File: src/rtl/escape_time_fractal_pixel_top_macros.svh
// Assertion macros shared by the escape-time fractal RTL.
`ifndef ESCAPE_TIME_FRACTAL_PIXEL_TOP_MACROS_SVH
`define ESCAPE_TIME_FRACTAL_PIXEL_TOP_MACROS_SVH

// Check that a condition holds in the same cycle as its trigger.
`define ETF_ASSERT_IMPLY(label, ante, cons, msg) \
	label: assert property (@(posedge clk) disable iff (!arst_n) (ante) |-> (cons)) \
		else $error(msg);

// Check that a condition holds in the cycle after its trigger.
`define ETF_ASSERT_NEXT(label, ante, cons, msg) \
	label: assert property (@(posedge clk) disable iff (!arst_n) (ante) |=> (cons)) \
		else $error(msg);

`endif

File: src/rtl/etf_pkg.sv
// Shared constants, types and fixed-point helpers of the escape-time fractal engine.
package etf_pkg;

	localparam int unsigned FRAC_BITS   = 28;
	localparam int unsigned VAL_W       = FRAC_BITS + 8;
	localparam int unsigned STEP_W      = FRAC_BITS + 7;
	localparam int unsigned SUM_W       = VAL_W + 3;
	localparam int unsigned MAX_WIDTH   = 1024;
	localparam int unsigned MAX_HEIGHT  = 1024;
	localparam int unsigned COORD_W     = 10;
	localparam int unsigned SIZE_W      = 11;
	localparam int unsigned COUNT_W     = 16;
	localparam int unsigned FACTOR_W    = 8;
	localparam int unsigned SCALED_W    = COUNT_W + FACTOR_W;
	localparam int unsigned COLOR_W     = 32;
	localparam int unsigned COLOR_STEP  = 80000;
	localparam int unsigned CFG_DATA_W  = VAL_W;
	localparam int unsigned CFG_IDX_W   = 3;
	localparam int unsigned QUEUE_DEPTH = 4;
	localparam int unsigned QPTR_W      = $clog2(QUEUE_DEPTH);

	// Split of a magnitude into a low word and a short high part for the multipliers.
	localparam int unsigned MUL_LO_W = 32;
	localparam int unsigned MUL_HI_W = VAL_W - MUL_LO_W;
	localparam int unsigned LL_W     = 2 * MUL_LO_W;
	localparam int unsigned LH_W     = MUL_LO_W + MUL_HI_W;
	localparam int unsigned HH_W     = 2 * MUL_HI_W;
	localparam int unsigned PROD_W   = 2 * VAL_W;
	localparam int unsigned RES_W    = PROD_W - FRAC_BITS;

	localparam logic signed [VAL_W-1:0] VAL_MAX = {1'b0, {(VAL_W-1){1'b1}}};
	localparam logic signed [VAL_W-1:0] VAL_MIN = {1'b1, {(VAL_W-1){1'b0}}};
	// 4.0 in the fixed-point format, one bit wider than a value
	localparam logic [VAL_W:0] ESCAPE_SQ =
		{{(VAL_W-FRAC_BITS-2){1'b0}}, 1'b1, {(FRAC_BITS+2){1'b0}}};

	localparam logic [COUNT_W-1:0]      RST_LIMIT  = COUNT_W'(50);
	localparam logic [STEP_W-1:0]       RST_STEP   = STEP_W'(894785);
	// -2.0 in the fixed-point format
	localparam logic signed [VAL_W-1:0] RST_ORIGIN =
		{{(VAL_W-FRAC_BITS-1){1'b1}}, {(FRAC_BITS+1){1'b0}}};
	localparam logic [FACTOR_W-1:0]     RST_FACTOR = FACTOR_W'(1);
	localparam logic [SIZE_W-1:0]       RST_WIDTH  = SIZE_W'(MAX_WIDTH);
	localparam logic [SIZE_W-1:0]       RST_HEIGHT = SIZE_W'(MAX_HEIGHT);

	typedef enum logic {
		MODE_SHIP    = 1'b0,
		MODE_TRICORN = 1'b1
	} fractal_mode_t;

	typedef enum logic [CFG_IDX_W-1:0] {
		REG_MODE      = 3'd0,
		REG_LIMIT     = 3'd1,
		REG_STEP      = 3'd2,
		REG_ORIGIN_RE = 3'd3,
		REG_ORIGIN_IM = 3'd4,
		REG_FACTOR    = 3'd5,
		REG_WIDTH     = 3'd6,
		REG_HEIGHT    = 3'd7
	} reg_idx_t;

	typedef enum logic [2:0] {
		ST_IDLE,
		ST_MUL,
		ST_FOLD,
		ST_STEP,
		ST_SCALE,
		ST_EMIT
	} back_state_t;

	typedef struct packed {
		fractal_mode_t             mode;
		logic [COUNT_W-1:0]        limit;
		logic [STEP_W-1:0]         step;
		logic signed [VAL_W-1:0]   origin_re;
		logic signed [VAL_W-1:0]   origin_im;
		logic [FACTOR_W-1:0]       factor;
		logic [SIZE_W-1:0]         width;
		logic [SIZE_W-1:0]         height;
	} cfg_t;

	typedef struct packed {
		logic [COORD_W-1:0]      x;
		logic [COORD_W-1:0]      y;
		logic signed [VAL_W-1:0] cr;
		logic signed [VAL_W-1:0] ci;
	} item_t;

	typedef struct packed {
		logic [COORD_W-1:0] x;
		logic [COORD_W-1:0] y;
		logic [COUNT_W-1:0] count;
		logic               in_set;
		logic [COLOR_W-1:0] color;
	} res_t;

	typedef struct packed {
		logic [LL_W-1:0] ll;
		logic [LH_W-1:0] lh;
		logic [LH_W-1:0] hl;
		logic [HH_W-1:0] hh;
		logic            neg;
	} pp_t;

	function automatic logic [VAL_W-1:0] fx_mag(input logic signed [VAL_W-1:0] v);
		return v[VAL_W-1] ? -v : v;
	endfunction

	// Partial products of two magnitudes, each no wider than 32 x 32.
	function automatic pp_t fx_pp(input logic [VAL_W-1:0] a, input logic [VAL_W-1:0] b,
			input logic neg);
		pp_t p;
		p.ll  = LL_W'(a[MUL_LO_W-1:0]) * LL_W'(b[MUL_LO_W-1:0]);
		p.lh  = LH_W'(a[MUL_LO_W-1:0]) * LH_W'(b[VAL_W-1:MUL_LO_W]);
		p.hl  = LH_W'(a[VAL_W-1:MUL_LO_W]) * LH_W'(b[MUL_LO_W-1:0]);
		p.hh  = HH_W'(a[VAL_W-1:MUL_LO_W]) * HH_W'(b[VAL_W-1:MUL_LO_W]);
		p.neg = neg;
		return p;
	endfunction

	// Sum the partial products, drop the fraction, apply the sign and saturate.
	function automatic logic signed [VAL_W-1:0] fx_fold(input pp_t p);
		logic [PROD_W-1:0] prod;
		logic [RES_W-1:0]  res;
		logic [VAL_W-1:0]  low;
		prod = PROD_W'(p.ll) + (PROD_W'(p.lh) << MUL_LO_W) + (PROD_W'(p.hl) << MUL_LO_W)
			+ (PROD_W'(p.hh) << LL_W);
		res = prod[PROD_W-1:FRAC_BITS];
		low = res[VAL_W-1:0];
		if (res[RES_W-1:VAL_W-1] != '0)
			return p.neg ? VAL_MIN : VAL_MAX;
		return p.neg ? -low : low;
	endfunction

	function automatic logic signed [VAL_W-1:0] fx_clamp(input logic signed [SUM_W-1:0] v);
		if (v[SUM_W-1:VAL_W-1] != {(SUM_W-VAL_W+1){v[SUM_W-1]}})
			return v[SUM_W-1] ? VAL_MIN : VAL_MAX;
		return v[VAL_W-1:0];
	endfunction

endpackage

File: src/rtl/etf_queue.sv
// Short item queue between the coordinate front end and the iteration back end.
`include "escape_time_fractal_pixel_top_macros.svh"

module etf_queue (
	input  logic           clk,
	input  logic           arst_n,
	input  logic           wr_en,
	input  etf_pkg::item_t wr_item,
	output logic           full,
	input  logic           rd_en,
	output etf_pkg::item_t rd_item,
	output logic           empty
);
	import etf_pkg::*;

	item_t              mem_q [QUEUE_DEPTH];
	logic [QPTR_W-1:0]  wr_ptr_q;
	logic [QPTR_W-1:0]  rd_ptr_q;
	logic [QPTR_W:0]    count_q;

	assign full    = (count_q == (QPTR_W+1)'(QUEUE_DEPTH));
	assign empty   = (count_q == '0);
	assign rd_item = mem_q[rd_ptr_q];

	always_ff @(posedge clk) begin
		if (wr_en)
			mem_q[wr_ptr_q] <= wr_item;
	end

	always_ff @(posedge clk or negedge arst_n) begin
		if (!arst_n) begin
			wr_ptr_q <= '0;
			rd_ptr_q <= '0;
			count_q  <= '0;
		end else begin
			if (wr_en)
				wr_ptr_q <= wr_ptr_q + QPTR_W'(1);
			if (rd_en)
				rd_ptr_q <= rd_ptr_q + QPTR_W'(1);
			if (wr_en && !rd_en)
				count_q <= count_q + (QPTR_W+1)'(1);
			else if (rd_en && !wr_en)
				count_q <= count_q - (QPTR_W+1)'(1);
		end
	end

	`ETF_ASSERT_IMPLY(a_queue_no_overflow, wr_en, !full, "item written into a full queue")
	`ETF_ASSERT_IMPLY(a_queue_no_underflow, rd_en, !empty, "item read from an empty queue")

endmodule

File: config.mk
export PLATFORM = sky130hd
export DESIGN_NAME = etf_queue
export DESIGN_NICKNAME = d
export VERILOG_FILES = /design/src/rtl/etf_pkg.sv /design/src/rtl/etf_queue.sv
export VERILOG_INCLUDE_DIRS = /design/src /design/src/rtl
export SDC_FILE = /design/constraint.sdc
export NUM_CORES = 1
export LEC_CHECK = 0
export BUFFER_PORTS_ARGS = -buffer_cell sky130_fd_sc_hd__clkbuf_2
export CELL_PAD_IN_SITES_DETAIL_PLACEMENT = 2
export CELL_PAD_IN_SITES_GLOBAL_PLACEMENT = 2
export CORE_AREA = 2 2 187 189
export DETAILED_ROUTE_END_ITERATION = 12
export DIE_AREA = 0 0 189 191
export PLACE_DENSITY = 0.77
export SYNTH_ARGS = -nofsm -noshare
export SYNTH_HDL_FRONTEND = slang
export SYNTH_SLANG_ARGS = --single-unit
File: constraint.sdc
create_clock -name clk -period 3.4 [get_ports clk]
set_input_delay 0.17 -clock clk [delete_from_list [all_inputs] [get_ports clk]]
set_output_delay 0.17 -clock clk [all_outputs]
set_load 0.01 [all_outputs]
==> results.yml <==
critical_path:
  critPathArrivalTime_ns: 2.54
  required_ns: 3.23
  crit_type: "flip-flop to output pin"
  crit_fanout: 27
  startpoint_type: "flip-flop"
  crit_path_end_kind: "output pin"
floorplan:
  core_area_um2: 34100
  fp.dieW_um: 189
  die_h_um: 191
  rows: 68
  io_pins: 190
  start_util_pct: 40.3
  die_area_um2: 36100
clocking:
  cts_tree: "done"
  clk_path_buf_depth: 3
  cts_num_sinks: 375
  cts_resized: 0
  cts_buffers: 40
  clk_latency_ns: 0.51
  root_buffer: "clkbuf_16"
  cts.clk_slew.worst_paths_ns: 0.06
  post_cts_buffers: 0
  postCtsHoldBufs: 95
  cts_max_level: 2
sta:
  slew_headroom_pct: 48.7
  tns_ns: 0
  worst_clock_skew_ns: 0.0121
  finalCritPeriodShare_pct: 79.8
  fin_crit_ns: 2.71
  setup_violations: 0
  maxSlewViolCount: 0
  rsz0062_at_grt: "false"
  tightest_slew_ns: 0.769
  max_freq_ghz: 0.369
  hold_viol: 0
  hold-worst-slack_ns: 0.0546
final_layout:
  area_growth_pct: 26.4
  drive_gt1_share_pct: 40.9
  stdcell_area_um2: 17400
  finish.cell_count_without_fillers: 1316
  multi_input_area_um2: 2280
  fillCellCount: 2937
  regArea_um2: 11200
  nNetsFinal: 934
  diodes: 0
pwr:
  sw_frac_of_total_pct: 29.4
  p_leak_nw: 6.02
  powerDensity_nw_per_um2: 840
  switchingPower_mw: 4.29
  p_int_mw: 10.3
  seqPwrFrac_pct: 44.6
  p_clk_share_pct: 27.8
  peakVddDrop_mv: 0.472
  comb_power_share_pct: 27.7
drt:
  wl_mm: 32.0
  ant_nets: 0
  first_pass_iters: 4
  drcViolationCount: 0
  drtIter0Drc: 294
  viasPerCell: 4.97
  num_vias: 6538
  wl_per_cell_um: 24.3
grt:
  grt_usage_pct: 18.1
  grt_max_degree: 69
  grt_antenna_before_repair: 0
  grt_overflow: 0
  grt_pass1_vias: 7612
  grt_pass1_wl_mm: 48.6
synth:
  postSynthCellCount: 515
  yosysWarnings: 0
  synth_seq_area_share_pct: 81.7
  ys_types: 20
  syn_nets: 617
  synth_area_um2: 13700
  syn_avg_cell_area_um2: 26.7
  ys_seq_elements: 375
place:
  placed_cell_area_um2: 15200
  dpl.hpwl_mm: 19.8
  finalWeightedCongestion: 0.724
  dp_cells: 1150
  port-buffer-count: 189
hold_path:
  hold_class: "input port to async pin"
outcome:
  status: "finished clean"
job:
  maxCapViolCount: 0
## path summary, 6_finish.rpt
kind | startpoint | end | slack [ns] | depth (start not counted)
min | arst_n | rd_ptr_q[0] | 0.05 | 2
max | rd_ptr_q[0] | rd_item[26] | 0.69 | 3
min reg2reg | count_q[2] | count_q[2] | 0.51 | 1
max reg2reg | wr_ptr_q[0] | mem_q[0][64] | 1.22 | 4
min in group clk | wr_item[62] | mem_q[0][62] | 0.42 | 2
max in group asynchronous | arst_n | rd_ptr_q[1] | 3.15 | 2
## cells by family after synthesis
family / synth area share, %
mux: 15.2
buf+inv: 1.72
compound gates: 0.0364
simple gates: 0.355
xor+xnor: 0.383
fa+ha+maj: 0.601
flops: 81.7
## layer usage
layer  vias to the layer above  global-route usage, %  routed length (um)
li1                       2853                      -                   -
met1                      3464                   22.5               12800
met3                        51                   3.21                1310
met2                       170                   33.2               17300
met4                         0                   4.12                 600
met5                         -                      0                   0
## power by group through the flow
stage	clock (mW)	sequential, mW	combinational (mW)
3_5_place_dp	0	6.61	4.03
5_1_grt	4.32	6.59	4.37
3_3_place_gp	0	6.48	3.92
6_report	4.05	6.49	4.03
2_1_floorplan	0	6.34	2.78
4_1_cts	4.15	6.52	4.17
## final cells by class
cell class | instances | share of cell area [%]
Sequential cell | 375 | 64.7
Multi-Input combinational cell | 115 | 13.1
Timing Repair Buffer | 296 | 11.8
Clock buffer | 47 | 6.04
Tap cell | 455 | 3.28
Clock inverter | 24 | 0.908
Inverter | 4 | 0.0865
## metrics by stage
step           total power [mW]  utilization [%]  worst slack, ns
6_report                   14.6             50.9            0.687
5_1_grt                    15.3             50.9            0.483
4_1_cts                    14.8             50.9            0.591
3_5_place_dp               10.6             44.5             1.15
3_3_place_gp               10.4             44.5             1.18
2_1_floorplan              9.12                -            0.192
## worst max-delay path, stage by stage (launching register included)
cell	delay, ns
dfrtp_4	0.79
buf_4	0.48
mux4_2	0.59
clkbuf_2	0.15
## cells in the final DEF (no fill, tap or decap), types with 5 or more instances in the layout
master	n
edfxtp_1	368
clkbuf_2	189
dlygate4sd3_1	95
mux4_2	92
clkbuf_16	41
clkinv_1	13
clkinv_2	8
buf_4	7
clkbuf_1	6
ha_1	5
dfrtp_1	5
buf_12	5
## state kept, by name, indices dropped and copies added (netlist names)
signal / cells
wr_ptr_q: 2
count_q: 3
mem_q: 368
rd_ptr_q: 2
## synth_stat cells, drive strengths merged
library cell,count,share of area [%]
inv,4,0.11
clkbuf,2,0.055
mux2,1,0.082
buf,19,1.6
mux4,92,15
nor3b,1,0.055
fa,1,0.15
edfxtp,368,80
nor2,1,0.027
nor3,1,0.036
xor2,4,0.26
dfrtp,7,1.3
and2,4,0.18
ha,5,0.46
nand2,2,0.055
o21ai,1,0.036
xnor2,2,0.13
No activity file was read; power rests on OpenSTA's default activity.
