$ cat src/rtl/escape_time_fractal_pixel_top_macros.svh
// Assertion macros shared by the escape-time fractal RTL.
`ifndef ESCAPE_TIME_FRACTAL_PIXEL_TOP_MACROS_SVH
`define ESCAPE_TIME_FRACTAL_PIXEL_TOP_MACROS_SVH

// Check that a condition holds in the same cycle as its trigger.
`define ETF_ASSERT_IMPLY(label, ante, cons, msg) \
	label: assert property (@(posedge clk) disable iff (!arst_n) (ante) |-> (cons)) \
		else $error(msg);

// Check that a condition holds in the cycle after its trigger.
`define ETF_ASSERT_NEXT(label, ante, cons, msg) \
	label: assert property (@(posedge clk) disable iff (!arst_n) (ante) |=> (cons)) \
		else $error(msg);

`endif

$ cat src/rtl/etf_pkg.sv
// Shared constants, types and fixed-point helpers of the escape-time fractal engine.
package etf_pkg;

	localparam int unsigned FRAC_BITS   = 28;
	localparam int unsigned VAL_W       = FRAC_BITS + 8;
	localparam int unsigned STEP_W      = FRAC_BITS + 7;
	localparam int unsigned SUM_W       = VAL_W + 3;
	localparam int unsigned MAX_WIDTH   = 1024;
	localparam int unsigned MAX_HEIGHT  = 1024;
	localparam int unsigned COORD_W     = 10;
	localparam int unsigned SIZE_W      = 11;
	localparam int unsigned COUNT_W     = 16;
	localparam int unsigned FACTOR_W    = 8;
	localparam int unsigned SCALED_W    = COUNT_W + FACTOR_W;
	localparam int unsigned COLOR_W     = 32;
	localparam int unsigned COLOR_STEP  = 80000;
	localparam int unsigned CFG_DATA_W  = VAL_W;
	localparam int unsigned CFG_IDX_W   = 3;
	localparam int unsigned QUEUE_DEPTH = 4;
	localparam int unsigned QPTR_W      = $clog2(QUEUE_DEPTH);

	// Split of a magnitude into a low word and a short high part for the multipliers.
	localparam int unsigned MUL_LO_W = 32;
	localparam int unsigned MUL_HI_W = VAL_W - MUL_LO_W;
	localparam int unsigned LL_W     = 2 * MUL_LO_W;
	localparam int unsigned LH_W     = MUL_LO_W + MUL_HI_W;
	localparam int unsigned HH_W     = 2 * MUL_HI_W;
	localparam int unsigned PROD_W   = 2 * VAL_W;
	localparam int unsigned RES_W    = PROD_W - FRAC_BITS;

	localparam logic signed [VAL_W-1:0] VAL_MAX = {1'b0, {(VAL_W-1){1'b1}}};
	localparam logic signed [VAL_W-1:0] VAL_MIN = {1'b1, {(VAL_W-1){1'b0}}};
	// 4.0 in the fixed-point format, one bit wider than a value
	localparam logic [VAL_W:0] ESCAPE_SQ =
		{{(VAL_W-FRAC_BITS-2){1'b0}}, 1'b1, {(FRAC_BITS+2){1'b0}}};

	localparam logic [COUNT_W-1:0]      RST_LIMIT  = COUNT_W'(50);
	localparam logic [STEP_W-1:0]       RST_STEP   = STEP_W'(894785);
	// -2.0 in the fixed-point format
	localparam logic signed [VAL_W-1:0] RST_ORIGIN =
		{{(VAL_W-FRAC_BITS-1){1'b1}}, {(FRAC_BITS+1){1'b0}}};
	localparam logic [FACTOR_W-1:0]     RST_FACTOR = FACTOR_W'(1);
	localparam logic [SIZE_W-1:0]       RST_WIDTH  = SIZE_W'(MAX_WIDTH);
	localparam logic [SIZE_W-1:0]       RST_HEIGHT = SIZE_W'(MAX_HEIGHT);

	typedef enum logic {
		MODE_SHIP    = 1'b0,
		MODE_TRICORN = 1'b1
	} fractal_mode_t;

	typedef enum logic [CFG_IDX_W-1:0] {
		REG_MODE      = 3'd0,
		REG_LIMIT     = 3'd1,
		REG_STEP      = 3'd2,
		REG_ORIGIN_RE = 3'd3,
		REG_ORIGIN_IM = 3'd4,
		REG_FACTOR    = 3'd5,
		REG_WIDTH     = 3'd6,
		REG_HEIGHT    = 3'd7
	} reg_idx_t;

	typedef enum logic [2:0] {
		ST_IDLE,
		ST_MUL,
		ST_FOLD,
		ST_STEP,
		ST_SCALE,
		ST_EMIT
	} back_state_t;

	typedef struct packed {
		fractal_mode_t             mode;
		logic [COUNT_W-1:0]        limit;
		logic [STEP_W-1:0]         step;
		logic signed [VAL_W-1:0]   origin_re;
		logic signed [VAL_W-1:0]   origin_im;
		logic [FACTOR_W-1:0]       factor;
		logic [SIZE_W-1:0]         width;
		logic [SIZE_W-1:0]         height;
	} cfg_t;

	typedef struct packed {
		logic [COORD_W-1:0]      x;
		logic [COORD_W-1:0]      y;
		logic signed [VAL_W-1:0] cr;
		logic signed [VAL_W-1:0] ci;
	} item_t;

	typedef struct packed {
		logic [COORD_W-1:0] x;
		logic [COORD_W-1:0] y;
		logic [COUNT_W-1:0] count;
		logic               in_set;
		logic [COLOR_W-1:0] color;
	} res_t;

	typedef struct packed {
		logic [LL_W-1:0] ll;
		logic [LH_W-1:0] lh;
		logic [LH_W-1:0] hl;
		logic [HH_W-1:0] hh;
		logic            neg;
	} pp_t;

	function automatic logic [VAL_W-1:0] fx_mag(input logic signed [VAL_W-1:0] v);
		return v[VAL_W-1] ? -v : v;
	endfunction

	// Partial products of two magnitudes, each no wider than 32 x 32.
	function automatic pp_t fx_pp(input logic [VAL_W-1:0] a, input logic [VAL_W-1:0] b,
			input logic neg);
		pp_t p;
		p.ll  = LL_W'(a[MUL_LO_W-1:0]) * LL_W'(b[MUL_LO_W-1:0]);
		p.lh  = LH_W'(a[MUL_LO_W-1:0]) * LH_W'(b[VAL_W-1:MUL_LO_W]);
		p.hl  = LH_W'(a[VAL_W-1:MUL_LO_W]) * LH_W'(b[MUL_LO_W-1:0]);
		p.hh  = HH_W'(a[VAL_W-1:MUL_LO_W]) * HH_W'(b[VAL_W-1:MUL_LO_W]);
		p.neg = neg;
		return p;
	endfunction

	// Sum the partial products, drop the fraction, apply the sign and saturate.
	function automatic logic signed [VAL_W-1:0] fx_fold(input pp_t p);
		logic [PROD_W-1:0] prod;
		logic [RES_W-1:0]  res;
		logic [VAL_W-1:0]  low;
		prod = PROD_W'(p.ll) + (PROD_W'(p.lh) << MUL_LO_W) + (PROD_W'(p.hl) << MUL_LO_W)
			+ (PROD_W'(p.hh) << LL_W);
		res = prod[PROD_W-1:FRAC_BITS];
		low = res[VAL_W-1:0];
		if (res[RES_W-1:VAL_W-1] != '0)
			return p.neg ? VAL_MIN : VAL_MAX;
		return p.neg ? -low : low;
	endfunction

	function automatic logic signed [VAL_W-1:0] fx_clamp(input logic signed [SUM_W-1:0] v);
		if (v[SUM_W-1:VAL_W-1] != {(SUM_W-VAL_W+1){v[SUM_W-1]}})
			return v[SUM_W-1] ? VAL_MIN : VAL_MAX;
		return v[VAL_W-1:0];
	endfunction

endpackage

$ cat src/rtl/etf_front.sv
// Front end: range check of each coordinate and forming of the point c.
`include "escape_time_fractal_pixel_top_macros.svh"

module etf_front (
	input  logic                         clk,
	input  logic                         arst_n,
	input  etf_pkg::cfg_t                cfg,
	input  logic                         push,
	output logic                         full,
	input  logic [etf_pkg::COORD_W-1:0]  coord_x,
	input  logic [etf_pkg::COORD_W-1:0]  coord_y,
	input  logic                         q_full,
	output logic                         q_push,
	output etf_pkg::item_t               q_item
);
	import etf_pkg::*;

	localparam int unsigned PX_W  = COORD_W + STEP_W;
	localparam int unsigned CSUM_W = PX_W + 2;

	function automatic logic signed [VAL_W-1:0] clamp_c(input logic signed [CSUM_W-1:0] v);
		if (v[CSUM_W-1:VAL_W-1] != {(CSUM_W-VAL_W+1){v[CSUM_W-1]}})
			return v[CSUM_W-1] ? VAL_MIN : VAL_MAX;
		return v[VAL_W-1:0];
	endfunction

	logic                valid_s1;
	logic [COORD_W-1:0]  x_s1;
	logic [COORD_W-1:0]  y_s1;
	logic [PX_W-1:0]     px_s1;
	logic [PX_W-1:0]     py_s1;
	logic                valid_s2;
	item_t               item_s2;

	logic                in_range;
	logic                s1_ready;
	logic                s2_ready;
	logic signed [CSUM_W-1:0] sum_re;
	logic signed [CSUM_W-1:0] sum_im;

	assign in_range = (SIZE_W'(coord_x) < cfg.width) && (32'(coord_x) < MAX_WIDTH)
		&& (SIZE_W'(coord_y) < cfg.height) && (32'(coord_y) < MAX_HEIGHT);

	assign s2_ready = !valid_s2 || !q_full;
	assign s1_ready = !valid_s1 || s2_ready;
	assign full     = !s1_ready;
	assign q_push   = valid_s2 && !q_full;
	assign q_item   = item_s2;

	assign sum_re = $signed({2'b00, px_s1}) + CSUM_W'(cfg.origin_re);
	assign sum_im = $signed({2'b00, py_s1}) + CSUM_W'(cfg.origin_im);

	always_ff @(posedge clk or negedge arst_n) begin
		if (!arst_n) begin
			valid_s1 <= 1'b0;
			valid_s2 <= 1'b0;
		end else begin
			// drop coordinates outside the image here
			if (s1_ready)
				valid_s1 <= push && in_range;
			if (s2_ready)
				valid_s2 <= valid_s1;
		end
	end

	always_ff @(posedge clk) begin
		if (s1_ready && push) begin
			x_s1  <= coord_x;
			y_s1  <= coord_y;
			px_s1 <= PX_W'(coord_x) * PX_W'(cfg.step);
			py_s1 <= PX_W'(coord_y) * PX_W'(cfg.step);
		end
		if (s2_ready && valid_s1) begin
			item_s2.x  <= x_s1;
			item_s2.y  <= y_s1;
			item_s2.cr <= clamp_c(sum_re);
			item_s2.ci <= clamp_c(sum_im);
		end
	end

	`ETF_ASSERT_NEXT(a_front_hold, valid_s2 && q_full, valid_s2 && $stable(item_s2), "stalled item lost")

endmodule

$ cat config.mk
export PLATFORM = sky130hd
export DESIGN_NAME = etf_front
export DESIGN_NICKNAME = d
export VERILOG_FILES = /design/src/rtl/etf_pkg.sv /design/src/rtl/etf_front.sv
export VERILOG_INCLUDE_DIRS = /design/src /design/src/rtl
export SDC_FILE = /design/constraint.sdc
export NUM_CORES = 2
export LEC_CHECK = 0
export BUFFER_PORTS_ARGS = -buffer_cell sky130_fd_sc_hd__buf_2
export CORE_MARGIN = 2
export CORE_UTILIZATION = 64
export CTS_BUF_LIST = sky130_fd_sc_hd__clkbuf_2
export CTS_CLUSTER_DIAMETER = 200
export DETAILED_ROUTE_END_ITERATION = 16
export GPL_ROUTABILITY_DRIVEN = 0
export PLACE_DENSITY = 0.84
export SYNTH_ARGS = -nofsm -noshare
export SYNTH_HDL_FRONTEND = slang
export SYNTH_SLANG_ARGS = --single-unit
$ cat constraint.sdc
create_clock -name clk -period 21.7 [get_ports clk]
set_input_delay 4.34 -clock clk [delete_from_list [all_inputs] [get_ports clk]]
set_output_delay 4.34 -clock clk [all_outputs]
set_load 0.02 [all_outputs]
==> impl_metrics.json <==
{
  "period_needed_ns": 10.77,
  "die_area_um2": 55000,
  "antenna_found_initial": 9,
  "drt_first_pass_iters": 5,
  "cts_sinks": 204,
  "grt_remaining_overflow": 0,
  "rsz0062_at_grt": "no",
  "finalClockSkew_ns": 0.0376,
  "worst_pin_slew_ns": 1.14,
  "critPathLaunch": "coord_x[1]",
  "maxSlewViolCount": 0,
  "wl_per_cell_um": 17.1,
  "final_cells": 4457,
  "synth-simple-area-share_pct": 15.9,
  "first_iter_violations": 1757,
  "use_met1_pct": 36.8,
  "drv_cap": 0,
  "met2_usage_pct": 49.9,
  "via_per_inst": 5.82,
  "synthAdderAreaFrac_pct": 40.9,
  "drc": 0,
  "place_hpwl_mm": 57.7,
  "hold_path_class": "flop to flop",
  "portBuffers": 246,
  "root_buffer": "clkbuf_2",
  "clk_pin_slew_ns": 0.10,
  "clock_latency_ns": 0.92,
  "endpoint_kind": "flop",
  "drive_gt1_share_pct": 9.46,
  "synthArstFlopShare_pct": 0.980,
  "min_from": "y_s1[2]",
  "coreArea_um2": 52600,
  "vias": 25900,
  "cts_buffer_depth": 3,
  "path_max_fanout": 37,
  "synth_top_family_by_area": "adder cells",
  "synth.cell_area_um2": 34000,
  "ant_nets": 0,
  "gr-max-usage-layer": "met2",
  "outcome": "complete, no violations",
  "grtUsageTotal_pct": 28.7,
  "ys_seq_area_share_pct": 18.0,
  "synthesis.nets": 4580,
  "ir_drop_v": 0.000136,
  "hold_violations": 0,
  "dp_cells": 4362,
  "rows": 84,
  "layout_worst_path_cycle_share_pct": 49.6,
  "grt_pass1_vias": 27000,
  "grt_pass1_wl_mm": 127,
  "syn_inst": 3606,
  "synth_edf_count": 202,
  "grt_max_degree": 57,
  "final_common_cell": "inv_1",
  "cts_tree": "done",
  "required_ns": 22.38,
  "synth_warnings": 0,
  "numCtsBuffers": 52,
  "die_x_um": 234,
  "hold_buffers": 0,
  "setup_viol": 0,
  "synth_area_per_cell_um2": 9.42,
  "synth_mux_area_share_pct": 1.16,
  "htreeDepth": 2,
  "postCtsSetupRepairBufs": 0,
  "post_cts_resized": 0,
  "die_y_um": 234,
  "p_per_area_nw_per_um2": 151,
  "layout_common_cells": "inv_1 (537), fa_1 (526), nand2_1 (428), and2_1 (381), ha_1 (270)",
  "startpoint_type": "primary input",
  "finalCoreUtilization_pct": 68.3,
  "synth_compound_area_share_pct": 11.5,
  "ys_ff_latch": 204,
  "hold_ws_ns": 0.425,
  "slew_headroom_pct": 23.6,
  "synth_cell_types": 81,
  "grtUsageMet3_pct": 4.70,
  "p_leak_uw": 0.0181,
  "routed_wirelength_mm": 76.0,
  "reg2reg_slack_ns": 16.79,
  "syn2layout_area_growth_pct": 5.57,
  "worst-setup-path-type": "primary input to flop",
  "max_clock_freq_mhz": 92.8,
  "synthXorXnorAreaFrac_pct": 4.38,
  "worstPathArrival_ns": 11.45,
  "layout.nets": 4702,
  "reg2reg_from": "px_s1[0]",
  "finalSetupTns_ns": 0,
  "ios": 272,
  "ys_dominant_reg_cell": "edfxtp_1",
  "initial_core_util_pct": 64.7
}
==> synthesized netlist by cell type (all sizes together) (68+ instances only) <==
master / count / share of area (%)
a21o: 136 / 3.0
a21oi: 163 / 2.4
and2: 382 / 7.0
clkbuf: 167 / 1.8
edfxtp: 202 / 18
fa: 526 / 31
ha: 270 / 9.9
inv: 537 / 5.9
nand2: 428 / 4.7
nor2: 77 / 0.85
o21ai: 132 / 2.0
xnor2: 102 / 2.6
xor2: 68 / 1.8
==> area by class of cell <==
cell class,instances,area [um2]
inverter,538,2020
clock inverter,13,76.3
antenna,6,15.0
fill,4164,16700
clock buffer,76,380
tap,688,861
timing repair buffer,252,1280
sequential,204,6120
multi-input combinational,2680,25100
==> stage by stage <==
stage | setup slack [ns] | instance area (um2) | total power, uW
2_1_floorplan | 10.03 | 34000 | 4250
3_3_place_gp | 10.15 | 35400 | 5030
3_5_place_dp | 10.12 | 35400 | 5140
4_1_cts | 11.11 | 35900 | 5440
5_1_grt | 10.50 | 35900 | 6040
6_report | 10.93 | 35900 | 5430
==> metal layers <==
layer / part of all wire [%] / wire length (um)
met1: 40 / 30400
met2: 50 / 38000
met3: 7.6 / 5750
met4: 2.3 / 1740
met5: 0.067 / 51
==> state kept, by name, summed over array words and instances (netlist names) <==
name	count
py_s1	45
px_s1	45
x_s1	10
y_s1	10
q_item	92
valid_s2	1
valid_s1	1
==> path summary, 6_finish.rpt <==
check	to	cells past startpoint
hold reg to reg	q_item[74]	0
max in group asynchronous	valid_s2	1
hold / removal	q_item[74]	0
setup reg to reg	q_item[60]	18
setup / recovery	px_s1[39]	23
min in group asynchronous	valid_s1	1
==> worst max-delay path: stages <==
cell and delay [ns]:
buf_2 0.61, nand2_1 0.18, fa_1 0.57, inv_1 0.06
fa_1 0.50, inv_1 0.05, fa_1 0.53, inv_1 0.05
fa_1 0.48, inv_1 0.05, fa_1 0.48, inv_1 0.04
ha_1 0.35, and4_1 0.28, nor3b_1 0.19, o21ai_0 0.15
a2111oi_0 0.61, o31ai_1 0.34, o41ai_1 0.64, o21ai_0 0.31
o21ai_0 0.30, a21boi_0 0.15, xnor2_1 0.15
==> logic make-up after synthesis <==
kind of cell / count (synthesis)
XOR/XNOR: 170
AO/OA/AOI/OAI: 604
buffers and inverters: 722
flip-flops: 204
adder cells (fa/ha/maj): 796
multiplexers: 39
AND/OR/NAND/NOR: 1071
==> where the power goes <==
| group | internal (uW) | switching (uW) | total [uW] |
|---|---|---|---|
| Combinational | 1870 | 2490 | 4360 |
| Clock | 105 | 163 | 268 |
| Sequential | 763 | 39.5 | 802 |
Note: power is estimated with default switching activity, not from simulation.
